### config.mk
export PLATFORM = sky130hd
export DESIGN_NAME = lifo_stack_allocator_unit
export DESIGN_NICKNAME = d
export VERILOG_FILES = /design/src/lsa_pkg.sv /design/src/lifo_stack_allocator_unit.sv /design/src/lsa_ram.sv /design/src/lsa_core.sv
export SDC_FILE = /design/constraint.sdc
export NUM_CORES = 2
export LEC_CHECK = 0
export ABC_CLOCK_PERIOD_IN_PS = 9100
export BUFFER_PORTS_ARGS = -buffer_cell sky130_fd_sc_hd__buf_2
export CAP_MARGIN = 15
export CORE_ASPECT_RATIO = 1.75
export CORE_MARGIN = 2
export CORE_UTILIZATION = 45
export DETAILED_ROUTE_END_ITERATION = 10
export MAX_ROUTING_LAYER = met4
export PLACE_DENSITY_LB_ADDON = 0.1
export SETUP_SLACK_MARGIN = 0.15
export SLEW_MARGIN = 20
export SYNTH_ARGS = -nofsm -noshare
export SYNTH_HDL_FRONTEND = slang
export SYNTH_HIERARCHICAL = 1
export SYNTH_SLANG_ARGS = --single-unit
### constraint.sdc
create_clock -name clk_i -period 9.1 [get_ports clk_i]
set_input_delay 0.455 -clock clk_i [delete_from_list [all_inputs] [get_ports clk_i]]
set_output_delay 0.455 -clock clk_i [all_outputs]
set_load 0.05 [all_outputs]
### src/lsa_pkg.sv
// Shared constants and types for the LIFO stack allocator.
package lsa_pkg;

  // Field widths
  localparam int ADDR_W   = 32;  // byte address width, arithmetic wraps at this width
  localparam int OFF_W    = 21;  // arena offset and size width
  localparam int PAD_W    = 8;   // stored padding width
  localparam int ALIGN_W  = 3;   // alignment exponent width
  localparam int REQ_W    = 2;
  localparam int STAT_W   = 3;
  localparam int HDR_W    = OFF_W + PAD_W;  // header entry: start offset and padding
  localparam int CFG_IDX_W = 8;

  // Stream word layouts
  localparam int IN_DATA_W  = 56;  // size, align, free address
  localparam int OUT_DATA_W = 56;  // status, block address, block size

  // Header room in front of every block, in bytes
  localparam int HEADER_BYTES = 16;

  // Default number of live blocks the header stack holds
  localparam int MAX_LIVE_DEF = 64;

  // Configuration register indexes
  localparam logic [CFG_IDX_W-1:0] CFG_BASE  = CFG_IDX_W'(0);
  localparam logic [CFG_IDX_W-1:0] CFG_ARENA = CFG_IDX_W'(1);

  typedef enum logic [REQ_W-1:0] {
    REQ_ALLOC = 2'd0,
    REQ_FREE  = 2'd1,
    REQ_RESET = 2'd2
  } req_e;

  typedef enum logic [STAT_W-1:0] {
    ST_OK       = 3'd0,
    ST_NO_SPACE = 3'd1,
    ST_FULL     = 3'd2,
    ST_RANGE    = 3'd3,
    ST_DOUBLE   = 3'd4,
    ST_ORDER    = 3'd5,
    ST_NULL     = 3'd6
  } status_e;

  typedef enum logic {
    S_IDLE = 1'b0,
    S_EXEC = 1'b1
  } state_e;

  // One result word
  typedef struct packed {
    logic [OFF_W-1:0]  bsize;
    logic [ADDR_W-1:0] baddr;
    status_e           status;
  } result_t;

endpackage

### src/lifo_stack_allocator_unit.sv
// LIFO arena allocator: stream ports, configuration registers, core and header memory.
// Result path: a request word is captured as the core enters the execute state; the result
// word is registered from there, delayed while the previous result waits for the receiver.
// Requests: a new request word is taken only in the idle state, after the previous one has
// executed, which leaves room for the header memory's registered read of the top entry.
// Reset: offset, live count and registers clear at once; header memory is not cleared,
// entries are only used after they have been written.
module lifo_stack_allocator_unit
  import lsa_pkg::*;
#(
  parameter int MAX_LIVE = MAX_LIVE_DEF
) (
  input  logic                  clk_i,
  input  logic                  rst_ni,
  // request stream
  input  logic                  s_axis_tvalid,
  output logic                  s_axis_tready,
  // [20:0] alloc_size, [23:21] align_log2, [55:24] free_address
  input  logic [IN_DATA_W-1:0]  s_axis_tdata,
  // [1:0] req_type
  input  logic [REQ_W-1:0]      s_axis_tuser,
  // result stream
  output logic                  m_axis_tvalid,
  input  logic                  m_axis_tready,
  // [2:0] status, [34:3] block_address, [55:35] block_size
  output logic [OUT_DATA_W-1:0] m_axis_tdata,
  // configuration writes
  input  logic                  cfg_valid_i,
  output logic                  cfg_ready_o,
  input  logic [CFG_IDX_W-1:0]  cfg_index_i,
  input  logic [ADDR_W-1:0]     cfg_data_i
);

  localparam int AW = (MAX_LIVE > 1) ? $clog2(MAX_LIVE) : 1;

  logic [ADDR_W-1:0] base_q;
  logic [OFF_W-1:0]  arena_q;

  logic              ram_we;
  logic [AW-1:0]     ram_waddr;
  logic [HDR_W-1:0]  ram_wdata;
  logic [AW-1:0]     ram_raddr;
  logic [HDR_W-1:0]  ram_rdata;
  result_t           res;

  // Configuration registers, writes always taken
  assign cfg_ready_o = 1'b1;

  always_ff @(posedge clk_i or negedge rst_ni) begin
    if (!rst_ni) begin
      base_q  <= '0;
      arena_q <= '0;
    end else if (cfg_valid_i) begin
      unique case (cfg_index_i)
        CFG_BASE:  base_q  <= cfg_data_i;
        CFG_ARENA: arena_q <= cfg_data_i[OFF_W-1:0];
        default: ;
      endcase
    end
  end

  lsa_core #(
    .MAX_LIVE (MAX_LIVE)
  ) u_core (
    .clk_i          (clk_i),
    .rst_ni         (rst_ni),
    .base_i         (base_q),
    .arena_i        (arena_q),
    .req_valid_i    (s_axis_tvalid),
    .req_ready_o    (s_axis_tready),
    .req_type_i     (s_axis_tuser),
    .alloc_size_i   (s_axis_tdata[20:0]),
    .align_log2_i   (s_axis_tdata[23:21]),
    .free_address_i (s_axis_tdata[55:24]),
    .res_valid_o    (m_axis_tvalid),
    .res_ready_i    (m_axis_tready),
    .res_o          (res),
    .ram_we_o       (ram_we),
    .ram_waddr_o    (ram_waddr),
    .ram_wdata_o    (ram_wdata),
    .ram_raddr_o    (ram_raddr),
    .ram_rdata_i    (ram_rdata)
  );

  lsa_ram #(
    .WIDTH (HDR_W),
    .DEPTH (MAX_LIVE)
  ) u_hdr_ram (
    .clk_i   (clk_i),
    .we_i    (ram_we),
    .waddr_i (ram_waddr),
    .wdata_i (ram_wdata),
    .raddr_i (ram_raddr),
    .rdata_o (ram_rdata)
  );

  // Result word packing
  assign m_axis_tdata = res;

endmodule

### src/lsa_ram.sv
// Generic single-port-write, single-port-read RAM with registered read data.
module lsa_ram
  import lsa_pkg::*;
#(
  parameter int WIDTH = HDR_W,
  parameter int DEPTH = MAX_LIVE_DEF,
  localparam int AW   = (DEPTH > 1) ? $clog2(DEPTH) : 1
) (
  input  logic             clk_i,
  input  logic             we_i,
  input  logic [AW-1:0]    waddr_i,
  input  logic [WIDTH-1:0] wdata_i,
  input  logic [AW-1:0]    raddr_i,
  output logic [WIDTH-1:0] rdata_o
);

  logic [WIDTH-1:0] mem [DEPTH];
  logic [WIDTH-1:0] rdata_q;

  // Write port
  always_ff @(posedge clk_i) begin
    if (we_i) begin
      mem[waddr_i] <= wdata_i;
    end
  end

  // Registered read port
  always_ff @(posedge clk_i) begin
    rdata_q <= mem[raddr_i];
  end

  assign rdata_o = rdata_q;

endmodule

### src/lsa_core.sv
// Request sequencer: offset and live count, header stack access, result register.
module lsa_core
  import lsa_pkg::*;
#(
  parameter int MAX_LIVE = MAX_LIVE_DEF,
  localparam int AW      = (MAX_LIVE > 1) ? $clog2(MAX_LIVE) : 1,
  localparam int CNT_W   = $clog2(MAX_LIVE + 1)
) (
  input  logic               clk_i,
  input  logic               rst_ni,
  // configuration
  input  logic [ADDR_W-1:0]  base_i,
  input  logic [OFF_W-1:0]   arena_i,
  // request side
  input  logic               req_valid_i,
  output logic               req_ready_o,
  input  logic [REQ_W-1:0]   req_type_i,
  input  logic [OFF_W-1:0]   alloc_size_i,
  input  logic [ALIGN_W-1:0] align_log2_i,
  input  logic [ADDR_W-1:0]  free_address_i,
  // result side
  output logic               res_valid_o,
  input  logic               res_ready_i,
  output result_t            res_o,
  // header stack memory
  output logic               ram_we_o,
  output logic [AW-1:0]      ram_waddr_o,
  output logic [HDR_W-1:0]   ram_wdata_o,
  output logic [AW-1:0]      ram_raddr_o,
  input  logic [HDR_W-1:0]   ram_rdata_i
);

  state_e state_q, state_d;

  logic [OFF_W-1:0]  off_q, off_d;
  logic [CNT_W-1:0]  live_q, live_d;

  // request captured at accept, with address work done up front
  logic [REQ_W-1:0]  req_q;
  logic [OFF_W-1:0]  size_q;
  logic [ADDR_W-1:0] cur_q;
  logic [PAD_W-1:0]  pad_q;
  logic [ADDR_W-1:0] rel_q;
  logic              null_q;

  logic              res_valid_q, res_valid_d;
  result_t           res_q, res_d;

  // accept-cycle address arithmetic
  logic [ADDR_W-1:0] cur_w;
  logic [6:0]        amask_w;
  logic [PAD_W-1:0]  p0_w;
  logic [8:0]        gap_w;
  logic [8:0]        round_w;
  logic [8:0]        pad9_w;
  logic [PAD_W-1:0]  pad_w;

  // execute-cycle checks
  logic [OFF_W+1:0]  need_w;
  logic              no_space_w;
  logic              full_w;
  logic [OFF_W-1:0]  top_start_w;
  logic [PAD_W-1:0]  top_pad_w;
  logic [OFF_W:0]    top_addr_w;
  logic              out_free_w;
  logic              accept_w;

  assign accept_w   = req_valid_i && (state_q == S_IDLE);
  assign out_free_w = !res_valid_q || res_ready_i;

  // Padding: smallest p >= header room with (cur + p) aligned
  always_comb begin
    cur_w   = base_i + ADDR_W'(off_q);
    amask_w = ~(7'h7F << align_log2_i);
    p0_w    = {1'b0, (~cur_w[6:0] + 7'd1) & amask_w};
    gap_w   = 9'(HEADER_BYTES) - {1'b0, p0_w};
    round_w = (gap_w + {2'b0, amask_w}) & ~{2'b0, amask_w};
    if (p0_w < PAD_W'(HEADER_BYTES)) begin
      pad9_w = {1'b0, p0_w} + round_w;
    end else begin
      pad9_w = {1'b0, p0_w};
    end
    pad_w = pad9_w[PAD_W-1:0];
  end

  // Capture the request word
  always_ff @(posedge clk_i) begin
    if (accept_w) begin
      req_q  <= req_type_i;
      size_q <= alloc_size_i;
      cur_q  <= cur_w;
      pad_q  <= pad_w;
      rel_q  <= free_address_i - base_i;
      null_q <= (free_address_i == '0);
    end
  end

  // Header stack: top entry is always being read
  assign ram_raddr_o = AW'(live_q - CNT_W'(1));
  assign top_start_w = ram_rdata_i[HDR_W-1:PAD_W];
  assign top_pad_w   = ram_rdata_i[PAD_W-1:0];
  assign top_addr_w  = {1'b0, top_start_w} + (OFF_W+1)'(top_pad_w);

  assign need_w     = (OFF_W+2)'(off_q) + (OFF_W+2)'(pad_q) + (OFF_W+2)'(size_q);
  assign no_space_w = need_w > (OFF_W+2)'(arena_i);
  assign full_w     = live_q >= CNT_W'(MAX_LIVE);

  // Next state and execute
  always_comb begin
    state_d     = state_q;
    off_d       = off_q;
    live_d      = live_q;
    res_valid_d = res_valid_q && !res_ready_i;
    res_d       = res_q;
    ram_we_o    = 1'b0;
    ram_waddr_o = live_q[AW-1:0];
    ram_wdata_o = {off_q, pad_q};

    unique case (state_q)
      S_IDLE: begin
        if (accept_w) begin
          state_d = S_EXEC;
        end
      end
      S_EXEC: begin
        if (out_free_w) begin
          state_d      = S_IDLE;
          res_valid_d  = 1'b1;
          res_d.status = ST_OK;
          res_d.baddr  = '0;
          res_d.bsize  = '0;
          unique case (req_q)
            REQ_ALLOC: begin
              if (no_space_w) begin
                res_d.status = ST_NO_SPACE;
              end else if (full_w) begin
                res_d.status = ST_FULL;
              end else begin
                ram_we_o    = 1'b1;
                live_d      = live_q + CNT_W'(1);
                off_d       = need_w[OFF_W-1:0];
                res_d.baddr = cur_q + ADDR_W'(pad_q);
                res_d.bsize = size_q;
              end
            end
            REQ_FREE: begin
              if (null_q) begin
                res_d.status = ST_NULL;
              end else if (rel_q >= ADDR_W'(arena_i)) begin
                res_d.status = ST_RANGE;
              end else if (rel_q >= ADDR_W'(off_q)) begin
                res_d.status = ST_DOUBLE;
              end else if (live_q == '0) begin
                res_d.status = ST_ORDER;
              end else if (rel_q != ADDR_W'(top_addr_w)) begin
                res_d.status = ST_ORDER;
              end else begin
                live_d = live_q - CNT_W'(1);
                off_d  = top_start_w;
              end
            end
            REQ_RESET: begin
              live_d = '0;
              off_d  = '0;
            end
            default: begin
              // unused request code: no effect
            end
          endcase
        end
      end
      default: state_d = S_IDLE;
    endcase
  end

  // Control state
  always_ff @(posedge clk_i or negedge rst_ni) begin
    if (!rst_ni) begin
      state_q     <= S_IDLE;
      off_q       <= '0;
      live_q      <= '0;
      res_valid_q <= 1'b0;
    end else begin
      state_q     <= state_d;
      off_q       <= off_d;
      live_q      <= live_d;
      res_valid_q <= res_valid_d;
    end
  end

  // Result word
  always_ff @(posedge clk_i) begin
    res_q <= res_d;
  end

  assign req_ready_o = (state_q == S_IDLE);
  assign res_valid_o = res_valid_q;
  assign res_o       = res_q;

endmodule
==> reports/results.ini <==
[placement]
gp_congestion = 0.931
io_buffer_count = 160
hpwlAfterDp_um = 180000

[global_routing]
grt_max_degree = 104
grt_util_all_layers = 0.275
grt_pass1_wl_um = 378000
antenna_found_initial = 11
grt_pass1_vias = 50000
grt_overflow = 0

[floorplan]
die-width_um = 341
initial_core_util = 0.452
io_pins = 162
core_area_um2 = 198000
dieHeight_um = 593
core.rowCount = 216
dieArea_um2 = 202000

[timing]
slew_headroom = 0.127
worst_pin_slew_ns = 1.30
fin_crit_sh = 0.930
min_period_ns = 8.47
rsz0062_at_grt = no
setup-violations-final = 0
final.setup_skew_ns = 0.0296
max_freq_mhz = 118
hold_viol_final = 0
setup_tns_ns = 0
slew_viol_final = 0

[critical_path]
startpoint_type = flop
crit_arrival_ns = 8.92
cp_max_fo = 29
critPathKind = flop to flop
worstPathRequired_ns = 9.55
endpoint_kind = flop
rr_worst_depth = 25

[cts]
cts-htree-levels = 4
clkTransAtPathRegs_ns = 0.07
cts_buffer_depth = 4
cts_tree = done
post-cts-setup-buffer-count = 0
insertion_delay_ns = 0.86
clock-root-buffer = clkbuf_16
clock-sinks = 2120
cts_buffers = 196

[logic_synthesis]
ys_seq_area_frac = 0.705
yosys-top-cells-count = 2,008 x edfxtp_1, 387 x mux2i_1, 291 x mux4_2
yosysWarnings = 6
syn_nets = 5324
synth_edf_count = 2008
syn_area_per_cell_um2 = 17.8
synth_area_um2 = 89300
yosysTopAreaCellShare = 0.675
synth_flop_cell = edfxtp_1
synth-seq-cells = 2120
synthArstFlopShare = 0.0392
netlist_instances = 5025
synth.distinct_cells = 93
synth_area_leader_cell = edfxtp_1
yosysMostFrequentCell = edfxtp_1
synth_area_leaders = edfxtp_1 67%, mux4_2 7.3%, mux2i_1 4.3%

[route]
wire_per_inst_um = 33.4
ant_nets = 0
wirelength_um = 272000
drc = 0
num_vias = 48700
drtIter0Drc = 4559
drtPass1Iterations = 6
drt-vias-per-instance = 5.98

[layout]
area_growth_pct = 12.7
final_util = 0.509
finalNetCount = 5669
drive_gt1_frac = 0.212

[min_path]
hp-class = input pin to async pin

[status]
status = finished, final reports clean

[power_and_ir_drop]
combPwrFrac = 0.457
power.leakage_nw = 34.5
clock_power_share = 0.213
p_sw_frac = 0.419
cellPowerDensity_nw_per_um2 = 379
max-vdd-ir-drop_mv = 0.375
seqPwrFrac = 0.330
p_int_w = 0.0222
p_sw_w = 0.0160

[job]
drv_cap = 0

## area by class of cell
class | count | area [um^2]
clock buffers | 235 | 5160
inverters | 141 | 544
well taps | 2616 | 3270
multi-input cells | 2525 | 24900
clock inverters | 109 | 982
flip-flops and latches | 2120 | 63000
diodes | 7 | 17.5
repair buffers | 386 | 2750
fillers | 16100 | 96900
## cell usage in the layout, fill, tap and decap left out, types with 38 or more instances in the layout
master / netlist / final
edfxtp_1: 2008 / 2008
mux2i_1: 387 / 387
mux4_2: 291 / 291
clkbuf_16: 0 / 200
ha_1: 182 / 182
a22oi_1: 175 / 175
a21oi_1: 167 / 167
buf_4: 46 / 161
buf_2: 65 / 159
inv_1: 141 / 138
nor2_1: 177 / 114
nand2_1: 98 / 98
xnor2_1: 93 / 92
mux2_2: 90 / 90
o21ai_0: 86 / 78
nand3_1: 63 / 63
dfrtp_1: 83 / 62
nor2_4: 0 / 59
dlygate4sd3_1: 0 / 58
nor2b_1: 53 / 48
xor2_1: 46 / 43
o22ai_1: 43 / 43
nor3_1: 42 / 40
clkinv_2: 0 / 38
## per-layer routing
metal / share of wire / routed length (um) / GRT usage / up-vias
li1: - / - / - / 20800
met1: 0.35 / 93900 / 0.299 / 25600
met2: 0.54 / 147000 / 0.491 / 1804
met3: 0.051 / 13800 / 0.0292 / 508
met4: 0.065 / 17600 / 0.147 / 0
met5: 0 / 0 / - / -
## logic make-up after synthesis
family / count (synthesis) / share of synthesized area
DFF: 2120 / 0.705
muxes: 806 / 0.135
AOI/OAI and AO/OA: 751 / 0.0576
and+or+nand+nor: 630 / 0.0368
buffers and inverters: 380 / 0.0233
adders and majority gates: 196 / 0.0286
xor gates and xnor gates: 139 / 0.0136
other: 3 / 0.000126
## state kept, by name (all words and copies together) (netlist names), 2 cells and up
| signal | cells |
|---|---|
| u_core/req_q | 2 |
| u_core/pad_q | 8 |
| u_hdr_ram/rdata_o | 29 |
| u_core/rel_q | 32 |
| u_core/cur_q | 32 |
| u_core/live_q | 7 |
| arena_q | 21 |
| u_core/off_q | 21 |
| base_q | 32 |
| u_hdr_ram/mem | 1856 |
| u_core/res_o | 56 |
| u_core/size_q | 21 |
## worst max-delay path: stages (launching register included)
cell and delay, ns:
edfxtp_1 0.34, inv_1 0.10, fa_1 0.54, inv_1 0.04, ha_1 0.22, fa_1 0.44, a211oi_2 0.26, o211ai_2 0.18
a2111o_1 0.49, a31oi_4 0.26, o21ai_2 0.13, a31oi_1 0.28, o21bai_1 0.14, a21oi_1 0.19, xnor2_1 0.11, ha_1 0.21
a2111oi_0 0.36, nand2_1 0.10, o32a_1 0.39, a2111oi_0 0.37, mux2i_1 0.26, or3b_1 0.46, nor2_1 0.51, nor2b_1 0.33
nand2_1 0.43, nor2_4 0.87
## power by group through the flow
stage	registers (W)	logic [W]	clock network, W
final	0.0126	0.0174	0.00812
after global routing	0.0126	0.0180	0.00859
after CTS	0.0126	0.0174	0.00827
after detailed placement	0.0128	0.0173	0
after global placement	0.0128	0.0173	0
after floorplan	0.0134	0.00928	0
## worst paths after layout
kind / start / end / slack (ns)
max: u_core/pad_q[1]$_DFFE_PP_ / u_hdr_ram/mem[28][10]$_DFFE_PP_ / 0.63
min: rst_ni / base_q[22]$_DFFE_PN0P_ / 0.09
max reg2reg: u_core/pad_q[1]$_DFFE_PP_ / u_hdr_ram/mem[28][10]$_DFFE_PP_ / 0.63
min reg2reg: base_q[28]$_DFFE_PN0P_ / base_q[28]$_DFFE_PN0P_ / 0.51
max in group asynchronous: rst_ni / u_core/off_q[1]$_DFFE_PN0P_ / 7.71
min in group clk_i: s_axis_tdata[24] / u_core/rel_q[0]$_DFFE_PP_ / 0.10
## metrics by stage
step	hold slack, ns	power (W)	cells	cell area (um^2)	setup WS, ns
after global routing	0.0936	0.0392	8134	101000	0.220
after CTS	0.0423	0.0383	8131	101000	0.595
after detailed placement	0.417	0.0301	7729	93900	0.638
after global placement	0.409	0.0301	7729	93900	0.677
after floorplan	0.159	0.0227	5025	89300	0.314
final	0.0874	0.0381	8139	101000	0.633
## what timing repair did
item | 4_1_cts | 5_1_grt
setup endpoints to repair | 0 | 0
hold endpoints to repair | 104 | 0
hold buffers | 58 | 0
resized for setup | 0 | 0
No activity file was read; power rests on OpenSTA's default activity.
